File: config.mk
export PLATFORM = sky130hd
export DESIGN_NAME = priority_bitmap_task_scheduler_core
export DESIGN_NICKNAME = d
export VERILOG_FILES = /design/src/sv/pbts_pkg.sv /design/src/sv/pbts_ram.sv /design/src/sv/priority_bitmap_task_scheduler_core.sv
export SDC_FILE = /design/constraint.sdc
export NUM_CORES = 1
export LEC_CHECK = 0
export ABC_AREA = 1
export BUFFER_PORTS_ARGS = -buffer_cell sky130_fd_sc_hd__clkbuf_2
export CAP_MARGIN = 10
export CORE_MARGIN = 1
export CORE_UTILIZATION = 25
export DETAILED_ROUTE_END_ITERATION = 10
export GPL_TIMING_DRIVEN = 0
export PLACE_DENSITY = 0.49
export SYNTH_ARGS = -nofsm -noshare
export SYNTH_HDL_FRONTEND = slang
export SYNTH_SLANG_ARGS = --single-unit
File: constraint.sdc
create_clock -name clk_i -period 5.4 [get_ports clk_i]
set_input_delay 0.81 -clock clk_i [delete_from_list [all_inputs] [get_ports clk_i]]
set_output_delay 0.81 -clock clk_i [all_outputs]
set_load 0.05 [all_outputs]
File: src/sv/pbts_pkg.sv
// Package for the priority bitmap task scheduler.
// Holds default sizes, field widths, action codes and sequencer states.
// No dependencies.
`timescale 1ns / 1ps

package pbts_pkg;

  // Default sizes of the task table and of the level table.
  localparam int TASK_COUNT_DEF  = 32;
  localparam int LEVEL_COUNT_DEF = 32;

  // Fixed field widths of the stream items.
  localparam int ID_W      = 5;
  localparam int LVL_W     = 5;
  localparam int TMO_W     = 32;
  localparam int TICK_W    = 10;
  localparam int IDLE_W    = 32;
  localparam int IN_DATA_W  = 56;
  localparam int OUT_DATA_W = 40;

  // Register index of the tick register.
  localparam logic REG_TICK = 1'b0;
  localparam logic [TICK_W-1:0] TICK_RESET = TICK_W'(1);

  typedef enum logic [1:0] {
    ACT_PICK  = 2'd0,
    ACT_READY = 2'd1,
    ACT_BLOCK = 2'd2,
    ACT_FREE  = 2'd3
  } action_e;

  typedef enum logic [3:0] {
    ST_IDLE,
    ST_PK_H,
    ST_TK,
    ST_RM_P,
    ST_RM_PW,
    ST_RM_N,
    ST_RM_NW,
    ST_AP,
    ST_AP_L,
    ST_AP_TW,
    ST_AP_T,
    ST_OUT
  } state_e;

endpackage

File: src/sv/pbts_ram.sv
// Generic single-port RAM with registered read data.
// Used for the task link table and the level head/tail table. No dependencies.
`timescale 1ns / 1ps

module pbts_ram #(
  parameter int WIDTH = 8,
  parameter int DEPTH = 32
) (
  input  logic                     clk_i,
  input  logic [$clog2(DEPTH)-1:0] addr_i,
  input  logic                     we_i,
  input  logic [WIDTH-1:0]         wdata_i,
  output logic [WIDTH-1:0]         rdata_o
);

  logic [WIDTH-1:0] mem_q [DEPTH];

  // Write on request; read data appears in the cycle after the address.
  always_ff @(posedge clk_i) begin
    if (we_i) begin
      mem_q[addr_i] <= wdata_i;
    end
    rdata_o <= mem_q[addr_i];
  end

endmodule

File: src/sv/priority_bitmap_task_scheduler_core.sv
// Top level of the priority bitmap task scheduler.
// Depends on pbts_pkg and pbts_ram (task link table, level head/tail table).
`timescale 1ns / 1ps

// Usage:
// Requests enter on the s_axis channel: one action (pick, make ready, make
// blocked, make free) per request. Each request gives exactly one result on
// the m_axis channel: the picked task, the idle flag and the idle time.
// The tick register sets how many milliseconds an idle pick adds.
// One request is worked on at a time by a sequencer that reads, modifies and
// writes back two single-port RAMs, one access per RAM per cycle, with
// registered read data. Each neighbor link update is a read state followed
// by a write state. A finished result sits in an output register; the next
// request is taken while it waits. If the receiver stalls, the sequencer
// holds at its last step until the output register is free.
// Reset empties all levels and clears the idle time; the RAMs are not
// cleared, since a task entry is only read while its ready flop is set and a
// level entry only while its level bit is set.
module priority_bitmap_task_scheduler_core #(
  parameter int TASK_COUNT  = pbts_pkg::TASK_COUNT_DEF,
  parameter int LEVEL_COUNT = pbts_pkg::LEVEL_COUNT_DEF
) (
  input  logic        clk_i,
  input  logic        rst_ni,
  // Request channel.
  input  logic        s_axis_tvalid,
  output logic        s_axis_tready,
  // Fields from bit 0: action[2], task_id[5], level[5], base_level[5],
  // waits_on_object[1], timeout_ms[32], zero fill[6].
  input  logic [pbts_pkg::IN_DATA_W-1:0]  s_axis_tdata,
  // Result channel.
  output logic        m_axis_tvalid,
  input  logic        m_axis_tready,
  // Fields from bit 0: next_task[5], idle_selected[1], idle_time[32],
  // zero fill[2].
  output logic [pbts_pkg::OUT_DATA_W-1:0] m_axis_tdata,
  // Configuration port.
  input  logic        psel,
  input  logic        penable,
  input  logic        pwrite,
  input  logic [2:0]  paddr,
  input  logic [31:0] pwdata,
  output logic [31:0] prdata,
  output logic        pready
);

  localparam int TIW = $clog2(TASK_COUNT);
  localparam int IDW = $clog2(TASK_COUNT + 1);
  localparam int LW  = $clog2(LEVEL_COUNT);
  localparam int TW  = 2 * IDW + LW;
  localparam int LWW = 2 * IDW;
  localparam logic [IDW-1:0] NIL = IDW'(TASK_COUNT);

  // Request fields.
  logic [1:0]  in_action;
  logic [4:0]  in_task;
  logic [4:0]  in_level;
  logic [LW-1:0] in_lv_sat;
  logic        in_task_ok;

  assign in_action = s_axis_tdata[1:0];
  assign in_task   = s_axis_tdata[6:2];
  assign in_level  = s_axis_tdata[11:7];
  assign in_lv_sat = (int'(in_level) >= LEVEL_COUNT) ? LW'(LEVEL_COUNT - 1) : LW'(in_level);
  assign in_task_ok = int'(in_task) < TASK_COUNT;

  // Control and working registers.
  pbts_pkg::state_e state_q, state_d;
  logic [LEVEL_COUNT-1:0] ready_lv_q, ready_lv_d;
  logic [TASK_COUNT-1:0]  ready_task_q, ready_task_d;
  logic [pbts_pkg::TICK_W-1:0] tick_q;
  logic [31:0] idle_q, idle_d;
  logic [1:0]  action_q, action_d;
  logic [IDW-1:0] t_q, t_d, p_q, p_d, n_q, n_d, tl_q, tl_d;
  logic [LW-1:0]  lv_q, lv_d, rlv_q, rlv_d;
  logic do_app_q, do_app_d, found_q, found_d;
  logic out_valid_q, out_valid_d;
  logic [4:0]  out_task_q, out_task_d;
  logic        out_idle_q, out_idle_d;
  logic [31:0] out_time_q, out_time_d;

  // RAM ports.
  logic [TIW-1:0] task_addr;
  logic           task_we;
  logic [TW-1:0]  task_wdata, task_rdata;
  logic [LW-1:0]  lvl_addr;
  logic           lvl_we;
  logic [LWW-1:0] lvl_wdata, lvl_rdata;

  logic [IDW-1:0] tr_next, tr_prev, lr_head, lr_tail, tl_now;
  logic [LW-1:0]  tr_lvl;
  logic [LW-1:0]  top_lv;
  logic [32:0]    idle_sum;
  logic           out_free;

  assign tr_next = task_rdata[TW-1 -: IDW];
  assign tr_prev = task_rdata[LW +: IDW];
  assign tr_lvl  = task_rdata[LW-1:0];
  assign lr_head = lvl_rdata[LWW-1 -: IDW];
  assign lr_tail = lvl_rdata[IDW-1:0];
  assign tl_now  = ready_lv_q[lv_q] ? lr_tail : NIL;
  assign idle_sum = {1'b0, idle_q} + 33'(tick_q);
  assign out_free = !out_valid_q || m_axis_tready;

  // Most urgent non-empty level: lowest index with its bit set.
  always_comb begin
    top_lv = '0;
    for (int i = LEVEL_COUNT - 1; i >= 0; i--) begin
      if (ready_lv_q[i]) begin
        top_lv = LW'(i);
      end
    end
  end

  pbts_ram #(.WIDTH(TW), .DEPTH(TASK_COUNT)) u_task_ram (
    .clk_i   (clk_i),
    .addr_i  (task_addr),
    .we_i    (task_we),
    .wdata_i (task_wdata),
    .rdata_o (task_rdata)
  );

  pbts_ram #(.WIDTH(LWW), .DEPTH(LEVEL_COUNT)) u_lvl_ram (
    .clk_i   (clk_i),
    .addr_i  (lvl_addr),
    .we_i    (lvl_we),
    .wdata_i (lvl_wdata),
    .rdata_o (lvl_rdata)
  );

  assign s_axis_tready = (state_q == pbts_pkg::ST_IDLE);

  // Sequencer: next state, working registers and RAM accesses.
  always_comb begin
    state_d      = state_q;
    ready_lv_d   = ready_lv_q;
    ready_task_d = ready_task_q;
    idle_d       = idle_q;
    action_d     = action_q;
    t_d          = t_q;
    p_d          = p_q;
    n_d          = n_q;
    tl_d         = tl_q;
    lv_d         = lv_q;
    rlv_d        = rlv_q;
    do_app_d     = do_app_q;
    found_d      = found_q;
    out_valid_d  = out_valid_q && !m_axis_tready;
    out_task_d   = out_task_q;
    out_idle_d   = out_idle_q;
    out_time_d   = out_time_q;
    task_addr    = t_q[TIW-1:0];
    task_we      = 1'b0;
    task_wdata   = task_rdata;
    lvl_addr     = lv_q;
    lvl_we       = 1'b0;
    lvl_wdata    = lvl_rdata;

    case (state_q)
      pbts_pkg::ST_IDLE: begin
        if (s_axis_tvalid) begin
          action_d = in_action;
          found_d  = 1'b0;
          if (in_action == pbts_pkg::ACT_PICK) begin
            do_app_d = 1'b1;
            lv_d     = top_lv;
            lvl_addr = top_lv;
            state_d  = (ready_lv_q == '0) ? pbts_pkg::ST_OUT : pbts_pkg::ST_PK_H;
          end else if (in_task_ok) begin
            t_d      = IDW'(in_task);
            lv_d     = in_lv_sat;
            do_app_d = (in_action == pbts_pkg::ACT_READY);
            task_addr = TIW'(in_task);
            if (ready_task_q[TIW'(in_task)]) begin
              state_d = pbts_pkg::ST_TK;
            end else if (in_action == pbts_pkg::ACT_READY) begin
              state_d = pbts_pkg::ST_AP;
            end else begin
              state_d = pbts_pkg::ST_OUT;
            end
          end else begin
            state_d = pbts_pkg::ST_OUT;
          end
        end
      end
      pbts_pkg::ST_PK_H: begin
        t_d       = lr_head;
        task_addr = lr_head[TIW-1:0];
        found_d   = 1'b1;
        state_d   = pbts_pkg::ST_TK;
      end
      pbts_pkg::ST_TK: begin
        p_d   = tr_prev;
        n_d   = tr_next;
        rlv_d = tr_lvl;
        if (action_q == pbts_pkg::ACT_PICK && tr_next == NIL) begin
          state_d = pbts_pkg::ST_OUT;
        end else begin
          state_d = pbts_pkg::ST_RM_P;
        end
      end
      // Point the predecessor (or the level head) at the successor.
      pbts_pkg::ST_RM_P: begin
        task_addr = p_q[TIW-1:0];
        lvl_addr  = rlv_q;
        state_d   = pbts_pkg::ST_RM_PW;
      end
      pbts_pkg::ST_RM_PW: begin
        task_addr = p_q[TIW-1:0];
        lvl_addr  = rlv_q;
        if (p_q != NIL) begin
          task_we    = 1'b1;
          task_wdata = {n_q, tr_prev, tr_lvl};
        end else begin
          lvl_we    = 1'b1;
          lvl_wdata = {n_q, lr_tail};
        end
        state_d = pbts_pkg::ST_RM_N;
      end
      // Point the successor (or the level tail) at the predecessor.
      pbts_pkg::ST_RM_N: begin
        task_addr = n_q[TIW-1:0];
        lvl_addr  = rlv_q;
        state_d   = pbts_pkg::ST_RM_NW;
      end
      pbts_pkg::ST_RM_NW: begin
        task_addr = n_q[TIW-1:0];
        lvl_addr  = rlv_q;
        if (n_q != NIL) begin
          task_we    = 1'b1;
          task_wdata = {tr_next, p_q, tr_lvl};
        end else begin
          lvl_we    = 1'b1;
          lvl_wdata = {lr_head, p_q};
        end
        ready_task_d[t_q[TIW-1:0]] = 1'b0;
        if (p_q == NIL && n_q == NIL) begin
          ready_lv_d[rlv_q] = 1'b0;
        end
        state_d = do_app_q ? pbts_pkg::ST_AP : pbts_pkg::ST_OUT;
      end
      // Append at the tail of the target level.
      pbts_pkg::ST_AP: begin
        lvl_addr = lv_q;
        state_d  = pbts_pkg::ST_AP_L;
      end
      pbts_pkg::ST_AP_L: begin
        tl_d      = tl_now;
        lvl_addr  = lv_q;
        lvl_we    = 1'b1;
        lvl_wdata = {(tl_now == NIL) ? t_q : lr_head, t_q};
        task_addr = tl_now[TIW-1:0];
        state_d   = (tl_now == NIL) ? pbts_pkg::ST_AP_T : pbts_pkg::ST_AP_TW;
      end
      pbts_pkg::ST_AP_TW: begin
        task_addr  = tl_q[TIW-1:0];
        task_we    = 1'b1;
        task_wdata = {t_q, tr_prev, tr_lvl};
        state_d    = pbts_pkg::ST_AP_T;
      end
      pbts_pkg::ST_AP_T: begin
        task_addr  = t_q[TIW-1:0];
        task_we    = 1'b1;
        task_wdata = {NIL, tl_q, lv_q};
        ready_lv_d[lv_q] = 1'b1;
        ready_task_d[t_q[TIW-1:0]] = 1'b1;
        state_d    = pbts_pkg::ST_OUT;
      end
      // Load the result and, on a pick, update the idle time.
      pbts_pkg::ST_OUT: begin
        if (out_free) begin
          out_valid_d = 1'b1;
          out_task_d  = found_q ? 5'(t_q) : 5'd0;
          out_idle_d  = 1'b0;
          if (action_q == pbts_pkg::ACT_PICK) begin
            if (found_q) begin
              idle_d = '0;
            end else begin
              idle_d     = idle_sum[32] ? 32'hFFFF_FFFF : idle_sum[31:0];
              out_idle_d = 1'b1;
            end
          end
          out_time_d = (action_q == pbts_pkg::ACT_PICK) ?
                       (found_q ? 32'd0 : (idle_sum[32] ? 32'hFFFF_FFFF : idle_sum[31:0])) :
                       idle_q;
          state_d = pbts_pkg::ST_IDLE;
        end
      end
      default: begin
        state_d = pbts_pkg::ST_IDLE;
      end
    endcase
  end

  // Control registers.
  always_ff @(posedge clk_i or negedge rst_ni) begin
    if (!rst_ni) begin
      state_q      <= pbts_pkg::ST_IDLE;
      ready_lv_q   <= '0;
      ready_task_q <= '0;
      idle_q       <= '0;
      out_valid_q  <= 1'b0;
      tick_q       <= pbts_pkg::TICK_RESET;
    end else begin
      state_q      <= state_d;
      ready_lv_q   <= ready_lv_d;
      ready_task_q <= ready_task_d;
      idle_q       <= idle_d;
      out_valid_q  <= out_valid_d;
      if (psel && penable && pwrite && paddr == 3'd0) begin
        tick_q <= pwdata[pbts_pkg::TICK_W-1:0];
      end
    end
  end

  // Working and payload registers.
  always_ff @(posedge clk_i) begin
    action_q   <= action_d;
    t_q        <= t_d;
    p_q        <= p_d;
    n_q        <= n_d;
    tl_q       <= tl_d;
    lv_q       <= lv_d;
    rlv_q      <= rlv_d;
    do_app_q   <= do_app_d;
    found_q    <= found_d;
    out_task_q <= out_task_d;
    out_idle_q <= out_idle_d;
    out_time_q <= out_time_d;
  end

  assign m_axis_tvalid = out_valid_q;
  assign m_axis_tdata  = {2'b00, out_time_q, out_idle_q, out_task_q};
  assign pready = 1'b1;
  assign prdata = (paddr[2] == pbts_pkg::REG_TICK) ?
                  32'(tick_q) : 32'd0;

  // An idle result is only given when no level was ready.
  a_idle_empty: assert property (@(posedge clk_i) disable iff (!rst_ni)
    (state_q == pbts_pkg::ST_OUT && out_free && action_q == pbts_pkg::ACT_PICK && !found_q)
    |-> (ready_lv_q == '0))
    else $error("idle pick while a level is ready");

  // An idle result never names a task.
  a_idle_task: assert property (@(posedge clk_i) disable iff (!rst_ni)
    (m_axis_tvalid && m_axis_tdata[5]) |-> (m_axis_tdata[4:0] == 5'd0))
    else $error("idle result carries a task id");

  // The RAMs are never written while waiting for a request.
  a_no_idle_write: assert property (@(posedge clk_i) disable iff (!rst_ni)
    (state_q == pbts_pkg::ST_IDLE) |-> !(task_we || lvl_we))
    else $error("RAM write outside a request");

  // An idle pick with no ready level goes straight to the result step.
  a_fast_idle: assert property (@(posedge clk_i) disable iff (!rst_ni)
    (s_axis_tvalid && s_axis_tready && in_action == pbts_pkg::ACT_PICK && ready_lv_q == '0)
    |=> (state_q == pbts_pkg::ST_OUT))
    else $error("idle pick did not finish at once");

endmodule

==> run summary, run 1 <==
The flow ran to the end, but the final reports show violations. The final reports fail on negative setup slack. The hold violation total from the final report is 0. The min-delay analysis places its worst path in the category input port to flop. Counting stages on the worst path, the most repeated cell is buf_2.

The depth of the CTS H-tree came out at 3. The final critical-path share of the clock period is 1.013. The total congestion overflow after global routing is 0. The synthesized area per cell is 11.65 um2. The total setup violations reported at the end of the flow came out at 16. The latest clock arrival within the worst-skew pair came out at 0.75 ns. Traced cell by cell, the critical path runs through buf_2, inv_2, nor2_2, inv_2, buf_2, o22ai_1, o21ai_0, o2111ai_1, nor2_2, nor2_1, nand2_1, a22oi_2, nor2_1, buf_2, buf_2, buf_2, nand2_1, nor2_2, buf_16. The number of synthesized flops with an enable pin is 1004. The floorplan step set the die height to 438.7 um.

The initial core utilization came out at 0.2528. The most used flip-flop cell after synthesis is edfxtp_1. The pin count of the biggest net entering global routing is 97. The worst setup path is launched from a flop. The highest net fanout along the worst path came out at 10. The most frequent standard cell in the layout excluding fill and tap cells is nand2_1. The critical path data arrival time came out at 5.90 ns. The routed wire length per instance came out at 21.89 um. After detailed routing, the number of remaining DRC violations is 0. After the first detailed-routing iteration, the DRC count stood at 3427.

The via density per instance is 4.769. The floorplan has 159 rows. The number of nets in the layout came out at 4527.

Port buffering added 79 buffers. The die footprint came out at 0.1925 mm2. The layout filler cell count is 19206.

In the post-route analysis, the smallest setup slack over all paths is -0.06782 ns. In this run the remaining antenna-violating nets after routing total 0. Data on the critical path is required at its endpoint by 5.83 ns. The measured slew at the worst slew-check pin came out at 1.081 ns.

The maximum clock frequency came out at 182.9 MHz. The proportion of register bits with asynchronous set or reset after synthesis came out at 0.09703. The number of clock buffers inserted by TritonCTS came out at 115. The number of search-and-repair iterations in the first detailed-routing pass is 6.

Across the run, the number of max-cap violations was 0. The reg-to-reg critical path startpoint is lv_q[1]$_DFFE_PP_. In this run the tightest slew margin relative to its limit is 0.2760.

The total clock sinks is 1144. The critical path startpoint is lv_q[1]$_DFFE_PP_. The post-synthesis instance area is 0.04769 mm2. The number of primary I/O pins came out at 173.

In this run the clock root is driven by a clkbuf_16. The critical path is of the flop to flop type. The slowest stage of the critical path is the nor2_2 cell. The final weighted congestion in routability-driven placement came out at 0.8960. The clock transition at the registers of the reported paths came out at 0.06 ns. Setup slack on the worst reg-to-reg path comes out at -0.07 ns. The routed wire length is 153.5 mm. The final number of max-transition violations is 0.

The share of layout cells above drive strength 1 came out at 0.1398. The worst clock skew on the final layout is 0.04438 ns. The utilization after layout is 0.3045. Setup repair after global routing could not meet its margin everywhere. The gate count after technology mapping is 4092. The total vias in the final route came out at 33439. The via count of the first global-routing pass is 32196. The setup TNS came out at -0.5798 ns. For this run, the register share of the synthesized area comes to 0.7027. The floorplan core area is 0.1886 mm2.

TritonCTS built the clock tree. The longest clock path from root to sink contains 3 buffers. The half-perimeter wire length of the detailed placement result came out at 106.0 mm.

The minimum clock period after layout is 5.468 ns. The die span in x is 438.7 um. The number of different library cells in the post-synthesis netlist came out at 60.

The overall global routing resource usage is 0.1554. The number of flip-flops and latches in the synthesized netlist came out at 1144. The first global-routing pass estimated 221.2 mm of wire.

The worst setup path is captured at a flop. The post-synthesis to final-layout area growth came out at 20.42%. Leaving out fill and tap cells, the most frequent cells in the layout are nand2_1 (1123), edfxtp_1 (1004), a22oi_1 (277). The number of antenna violations at the first check in global routing came out at 2. The delay contributed by the slowest stage of the critical path is 0.83 ns. In this run the most critical hold path is launched from pwdata[0]. The number of warnings reported in the yosys synthesis log came out at 0.
==> critical path, delay by kind of cell (launching register included) <==
family,cells,cell delay [ns]
compound gates,4,0.72
buf+inv,8,1.88
flops,1,0.36
simple gates,7,2.20
==> final timing paths <==
| path | end | depth (start not counted) |
|---|---|---|
| setup / recovery | u_task_ram.mem_q[5][14]$_DFFE_PP_ | 19 |
| hold / removal | tick_q[0]$_DFFE_PN1P_ | 3 |
| setup reg to reg | u_task_ram.mem_q[5][14]$_DFFE_PP_ | 19 |
| hold reg to reg | rlv_q[3]$_DFFE_PP_ | 0 |
| max in group asynchronous | async pin | 3 |
| min in group asynchronous | idle_q[7]$_DFFE_PN0P_ | 2 |
==> through the flow <==
stage          setup slack, ns  instances  area [um2]  hold WS, ns
3_5_place_dp           -0.4130       6773       53030       0.4122
6_report              -0.06782       7012       57420       0.3091
3_3_place_gp            -1.379       6689       51290       0.4158
4_1_cts               -0.08742       6992       57080       0.2515
2_1_floorplan            1.345       4115       47770       0.4019
5_1_grt                -0.2285       7011       57420       0.2905
==> synth_stat cells, drive strengths merged, types with 2 or more instances <==
library cell     n  area, um2
or2             16      100.1
nor2           236      923.4
edfxtp        1004      30150
o31ai            2      15.01
o211ai          13      97.59
mux2             2      22.52
nor3            47      294.0
nand3          224       1121
clkinv           3      11.26
clkbuf          92      346.6
inv            212      795.8
nand4           19      118.9
xor2            20      175.2
conb             2      7.510
nor4b            4      35.03
o221ai          18      157.7
ha              10      125.1
a2111oi          3      26.28
a221oi           4      35.03
a21oi          176      895.9
o22ai           24      150.1
dfrtp          110       2753
nand2         1126       4229
a31oi           26      162.7
xnor2            4      35.03
o21ai          211       1067
buf            133      787.0
o2111ai          4      35.03
a311oi           2      17.52
nor4            25      183.9
dfxtp           29      580.6
o21a             4      30.03
a22oi          279       2108
==> repair_timing <==
item / in CTS / in global routing
buffers inserted: 4 / 14
hold buffers: 1 / 0
setup endpoints to repair: 357 / 427
hold endpoints to repair: 14 / 0
pin swaps: 2 / 8
gates resized for setup: 26 / 29
==> flip-flops by register name, summed over array words and instances (netlist names), 2 cells and up, named ones only <==
name                count
idle_q                 32
u_task_ram.mem_q      544
u_lvl_ram.mem_q       384
ready_lv_q             32
u_lvl_ram.rdata_o      12
tl_q                    6
t_q                     6
p_q                     6
state_q                 4
n_q                     6
lv_q                    5
action_q                2
u_task_ram.rdata_o     17
tick_q                 10
rlv_q                   5
out_time_q             32
out_task_q              5
==> logic make-up (layout without fill, tap and decap cells) <==
| family | Yosys count | in the layout | synth area share |
|---|---|---|---|
| AOI/OAI and AO/OA | 769 | 769 | 0.1011 |
| DFF | 1144 | 1144 | 0.7027 |
| adders and majority gates | 11 | 11 | 0.003044 |
| buffers and inverters | 440 | 840 | 0.04070 |
| other | 2 | 27 | 0.0001575 |
| muxes | 3 | 3 | 0.0006822 |
| xor gates and xnor gates | 24 | 24 | 0.004408 |
| and+or+nand+nor | 1699 | 1699 | 0.1472 |
==> area by class of cell <==
cell class                      instances  area, um2  area share
Timing Repair Buffer                  186       2048     0.03567
Tap cell                             2495       3122     0.05437
Clock inverter                         70      823.3     0.01434
Antenna cell                            2      5.005  0.00008716
Inverter                              215      807.0     0.01405
Multi-Input combinational cell       2531      12910      0.2249
Clock buffer                          144       3059     0.05328
Buffer                                225       1136     0.01979
Sequential cell                      1144      33510      0.5836
==> metal layers <==
layer	wire, um	track usage
met4	4611	0.04990
met3	9984	0.02479
met1	67910	0.2147
met2	70990	0.2479
met5	0	0
Power of run 1 is left out: the tool's default activity adds up to more than one toggle a clock period on the data nets, which glitch-free logic cannot reach.
==> run 2: changes to the inputs <==
--- a/config.mk
+++ b/config.mk
@@ -15,4 +15,5 @@
 export PLACE_DENSITY = 0.49
 export SYNTH_ARGS = -nofsm -noshare
 export SYNTH_HDL_FRONTEND = slang
+export SYNTH_HIERARCHICAL = 1
 export SYNTH_SLANG_ARGS = --single-unit
==> run 2 against run 1 <==
The flow now finishes without violations. First-iteration DRC count shrank 20%. Non-clock buffer count shrank 2. Die area grew 5.2%. Register-to-register slack gained 0.24 ns. Synthesized cell count grew 24%. Clock skew shrank 0.0084 ns.
==> run summary, run 2 <==
The flow ran to the end, and the final reports show no timing, DRC or antenna violations. The relative max-transition margin is 0.1873 (-0.08870). By instance count, the leading cell after synthesis is nand2_1. The number of different library cells in the post-synthesis netlist came to 57 (-5.0%). The area share of the largest cell type after synthesis is 0.6009 (-0.03137). The number of clock buffers inserted by TritonCTS came out at 134 (+17%). The final critical-path share of the clock period came out at 0.9672 (-0.04532). The final number of max-transition violations was 0 (unchanged). The highest net fanout along the worst path is 12 (+2). The top routing layer in use is met4.

The routed wire length came out at 149.1 mm (-2.8%). The total clock sinks is 1144 (unchanged). The share of layout cells above drive strength 1 came out at 0.1167 (-0.02305). The amount of wire on met2 after detailed routing came out at 70.42 mm (-0.80%).

The share of cell area taken by muxes after synthesis is 0.001047 (+0.0003651). Leaving out fill and tap cells, the most frequent cell in the layout is nand2_1. Among all flip-flop cells after synthesis, the most frequent one is edfxtp_1.

The critical path data arrival time came out at 5.58 ns (-0.32 ns). The die footprint is 0.2025 mm2 (+5.2%). The via count of the first global-routing pass is 34752 (+7.9%). The type of the setup path with the least slack is flop to flop.

The main combinational cell family by area after synthesis is simple AND/OR/NAND/NOR gates. The placement-stage worst setup slack came to -0.7821 ns (-0.3691 ns). The initial core utilization is 0.2513 (-0.001536). The worst hold path begins at pwdata[9]. The measured slew at the worst slew-check pin is 1.215 ns (+0.1333 ns).

The number of synthesized flops with an enable pin came out at 1004 (unchanged). The latest clock arrival within the worst-skew pair is 0.77 ns (+0.02 ns). The commonest cells after synthesis are nand2_1 (2685), edfxtp_1 (1004), nor2_1 (237).

The sequential share of the synthesized area is 0.6678 (-0.03487). The number of placement rows is 164 (+3.1%). Setup repair after global routing could not meet its margin everywhere. The worst clock skew on the final layout came to 0.03594 ns (-0.008446 ns). Sorting the synthesized cells by area gives the leading types as edfxtp_1 (60%), nand2_1 (20%), dfrtp_1 (5.5%). The post-synthesis simple-gate area fraction was 0.2350 (+0.08780). The post-synthesis to final-layout area growth is 19.78%. The worst setup path is captured at a flop. The utilization after layout is 0.3010 (-0.003444). The critical path startpoint is state_q[2]$_DFFE_PN0P_. The hold violation total from the final report came out at 0 (unchanged).

The minimum clock period after layout came out at 5.223 ns (-0.2447 ns). The largest registers in the layout are u_task_ram/mem_q: 544 flops, u_lvl_ram/mem_q: 384 flops. The total setup violations reported at the end of the flow is 0 (-16). The proportion of register bits with asynchronous set or reset after synthesis came out at 0.09703 (unchanged). The worst hold path belongs to the class input port to flop.

Broken down by cell family, the worst path's largest delay share belongs to simple AND/OR/NAND/NOR gates. The maximum clock frequency is 191.5 MHz (+4.7%). The number of DRC markers in iteration 0 is 2733 (-20%). The die span in x is 450 um (+2.6%). In the layout the commonest cells are nand2_1 (2684), edfxtp_1 (1004), inv_1 (208). The placement-stage cell area came out at 0.05558 mm2 (+4.8%). The max-cap check violation count is 0 (unchanged).

The port buffer count is 81 (+2.5%). The number of primary I/O pins is 173 (unchanged). The slowest stage of the critical path belongs to the cell nor2_1. The gate count after technology mapping is 5067 (+24%).

The number of search-and-repair iterations in the first detailed-routing pass came out at 6 (unchanged). The floorplan die height is 450 um (+2.6%). The depth of the CTS H-tree came out at 4 (+1). The final weighted congestion in routability-driven placement came out at 0.8792 (-1.9%). The required time of the critical path came out at 5.76 ns (-0.07 ns). The CTS tree is yes. The number of flip-flops in the largest register is 544 (unchanged). The reg-to-reg critical path startpoint is state_q[2]$_DFFE_PN0P_. STA classifies the critical path startpoint as a flop.

The pin count of the biggest net entering global routing came out at 64 (-34%). The number of warnings reported in the yosys synthesis log came to 6 (+6). The synthesized area per cell came out at 9.902 um2 (-15%). The post-route met1 wirelength is 67.51 mm (-0.58%). The number of nets in the layout was 5503 (+22%). edfxtp_1 takes more of the synthesized area than any other cell. The signal on the critical path passes through inv_1, nor2_1, inv_1, nor2_1, a21oi_1, inv_1, nor2_1, inv_1, nor2_1, inv_1, nor2_1, a221oi_1, nand2_1, buf_2, buf_2, buf_2, nand3_1, nor2_1.

The layout filler cell count was 20593 (+7.2%). The via density per instance came out at 4.382 (-8.1%). The half-perimeter wire length of the detailed placement result was 104.2 mm (-1.7%).

The post-detailed-route DRC marker count came out at 0 (unchanged). The register with the most flip-flops in the final layout is u_task_ram/mem_q. The detailed-routed wire length on met3 came out at 7.243 mm (-27%). The cell sitting at the root of the clock tree is a clkbuf_16. The total congestion overflow after global routing is 0 (unchanged). The global-route wire length before repair is 222.6 mm (+0.63%). The clock transition at the registers of the reported paths came to 0.06 ns (about the same).

The final cell area excluding filler cells came out at 0.06010 mm2 (+4.7%). The delay contributed by the slowest stage of the critical path is 1.11 ns (+0.28 ns). The overall global routing resource usage came out at 0.1448 (-0.01058). The post-synthesis instance area is 0.05018 mm2 (+5.2%). The cell seen most often among critical-path stages is nor2_1. The routed wire length per instance came out at 18.28 um (-16%).

The maximum buffer depth of the clock tree came out at 3 (unchanged). The floorplan core area came out at 0.1997 mm2 (+5.9%). The area fraction in compound gates after synthesis was 0.04374 (-0.05738). The residual antenna-violating net count after detailed routing came out at 0 (unchanged). The worst setup slack after layout came out at 0.1769 ns (+0.2447 ns).

The buffering stage count on the worst path with inverters included is 8 (unchanged). The number of antenna violations at the first check in global routing was 2 (unchanged). The synthesized-area fraction occupied by xor and xnor cells came to 0.004189 (-0.0002187).

The number of flip-flops and latches in the synthesized netlist is 1144 (unchanged). The total vias in the final route came out at 35749 (+6.9%). The adder-cell share of the synthesized area was 0.002893 (-0.0001510).

The setup TNS is 0 ns (+0.5798 ns).
## run 2: cell types whose count changed after synthesis, sizes merged, moves of 6 or more
cell    change
nand2    +1562
inv         +7
buf        +56
nor4       -16
nand3     -187
clkbuf     -40
or2        -14
a22oi     -279
a21oi     -115
a221oi      +7
nor2        +6
## run 2: worst paths after layout
path / depth (start not counted) / slack, ns / endpoint
min reg2reg: 0 / 0.42 / p_q[4]$_DFFE_PP_
max: 18 / 0.18 / u_lvl_ram/mem_q[15][1]$_DFFE_PP_
min in group asynchronous: 2 / 0.58 / ready_lv_q[11]$_DFFE_PN0P_
max in group asynchronous: 3 / 4.10 / tick_q[0]$_DFFE_PN1P_
min: 3 / 0.30 / tick_q[9]$_DFFE_PN0P_
max reg2reg: 18 / 0.18 / u_lvl_ram/mem_q[15][1]$_DFFE_PP_
## run 2: cells by family after synthesis
group | count (synthesis)
compound gates | 378
xor+xnor | 24
fa+ha+maj | 11
buf+inv | 462
flops | 1144
mux | 5
other cells | 2
simple gates | 3041
## run 2: repair_timing
item                       in CTS  in global routing
setup buffers                   3                  1
hold buffers                    1                  0
resized for setup              16                 13
setup endpoints to repair     533                431
pin swaps                       2                  2
hold endpoints to repair       10                  0
## run 2: stage by stage
step	std cells	hold WS [ns]
CTS	8146	0.2520
detailed placement	7899	0.4086
floorplan	5090	0.4019
global route	8157	0.2899
global placement	7827	0.4128
finish	8158	0.3004
## run 2: area by class of cell
cell class,instances,area (um2),share of cell area
Multi-Input combinational cell,3484,15030,0.2501
Sequential cell,1144,33510,0.5575
Timing Repair Buffer,168,1752,0.02915
Tap cell,2656,3323,0.05529
Clock buffer,178,3652,0.06077
Clock inverter,65,565.5,0.009410
Buffer,241,1416,0.02357
Inverter,221,849.6,0.01414
Antenna cell,1,2.502,0.00004164
## run 2: worst reg2reg max path: stages, from the launching register on
cell	delay, ns
dfrtp_1	0.43
inv_1	0.08
nor2_1	0.04
inv_1	0.16
nor2_1	0.11
a21oi_1	0.34
inv_1	0.16
nor2_1	0.38
inv_1	0.11
nor2_1	0.17
inv_1	0.14
nor2_1	0.11
a221oi_1	0.07
nand2_1	0.10
buf_2	0.19
buf_2	0.33
buf_2	0.31
nand3_1	0.49
nor2_1	1.11
## run 2: metal layers
| metal | GRT usage | vias to the layer above |
|---|---|---|
| met3 | 0.02018 | 220 |
| met4 | 0.04427 | 0 |
| met1 | 0.1964 | 17313 |
| li1 | - | 17280 |
| met5 | 0 | - |
| met2 | 0.2385 | 936 |
Power of run 2 is left out for the same reason.
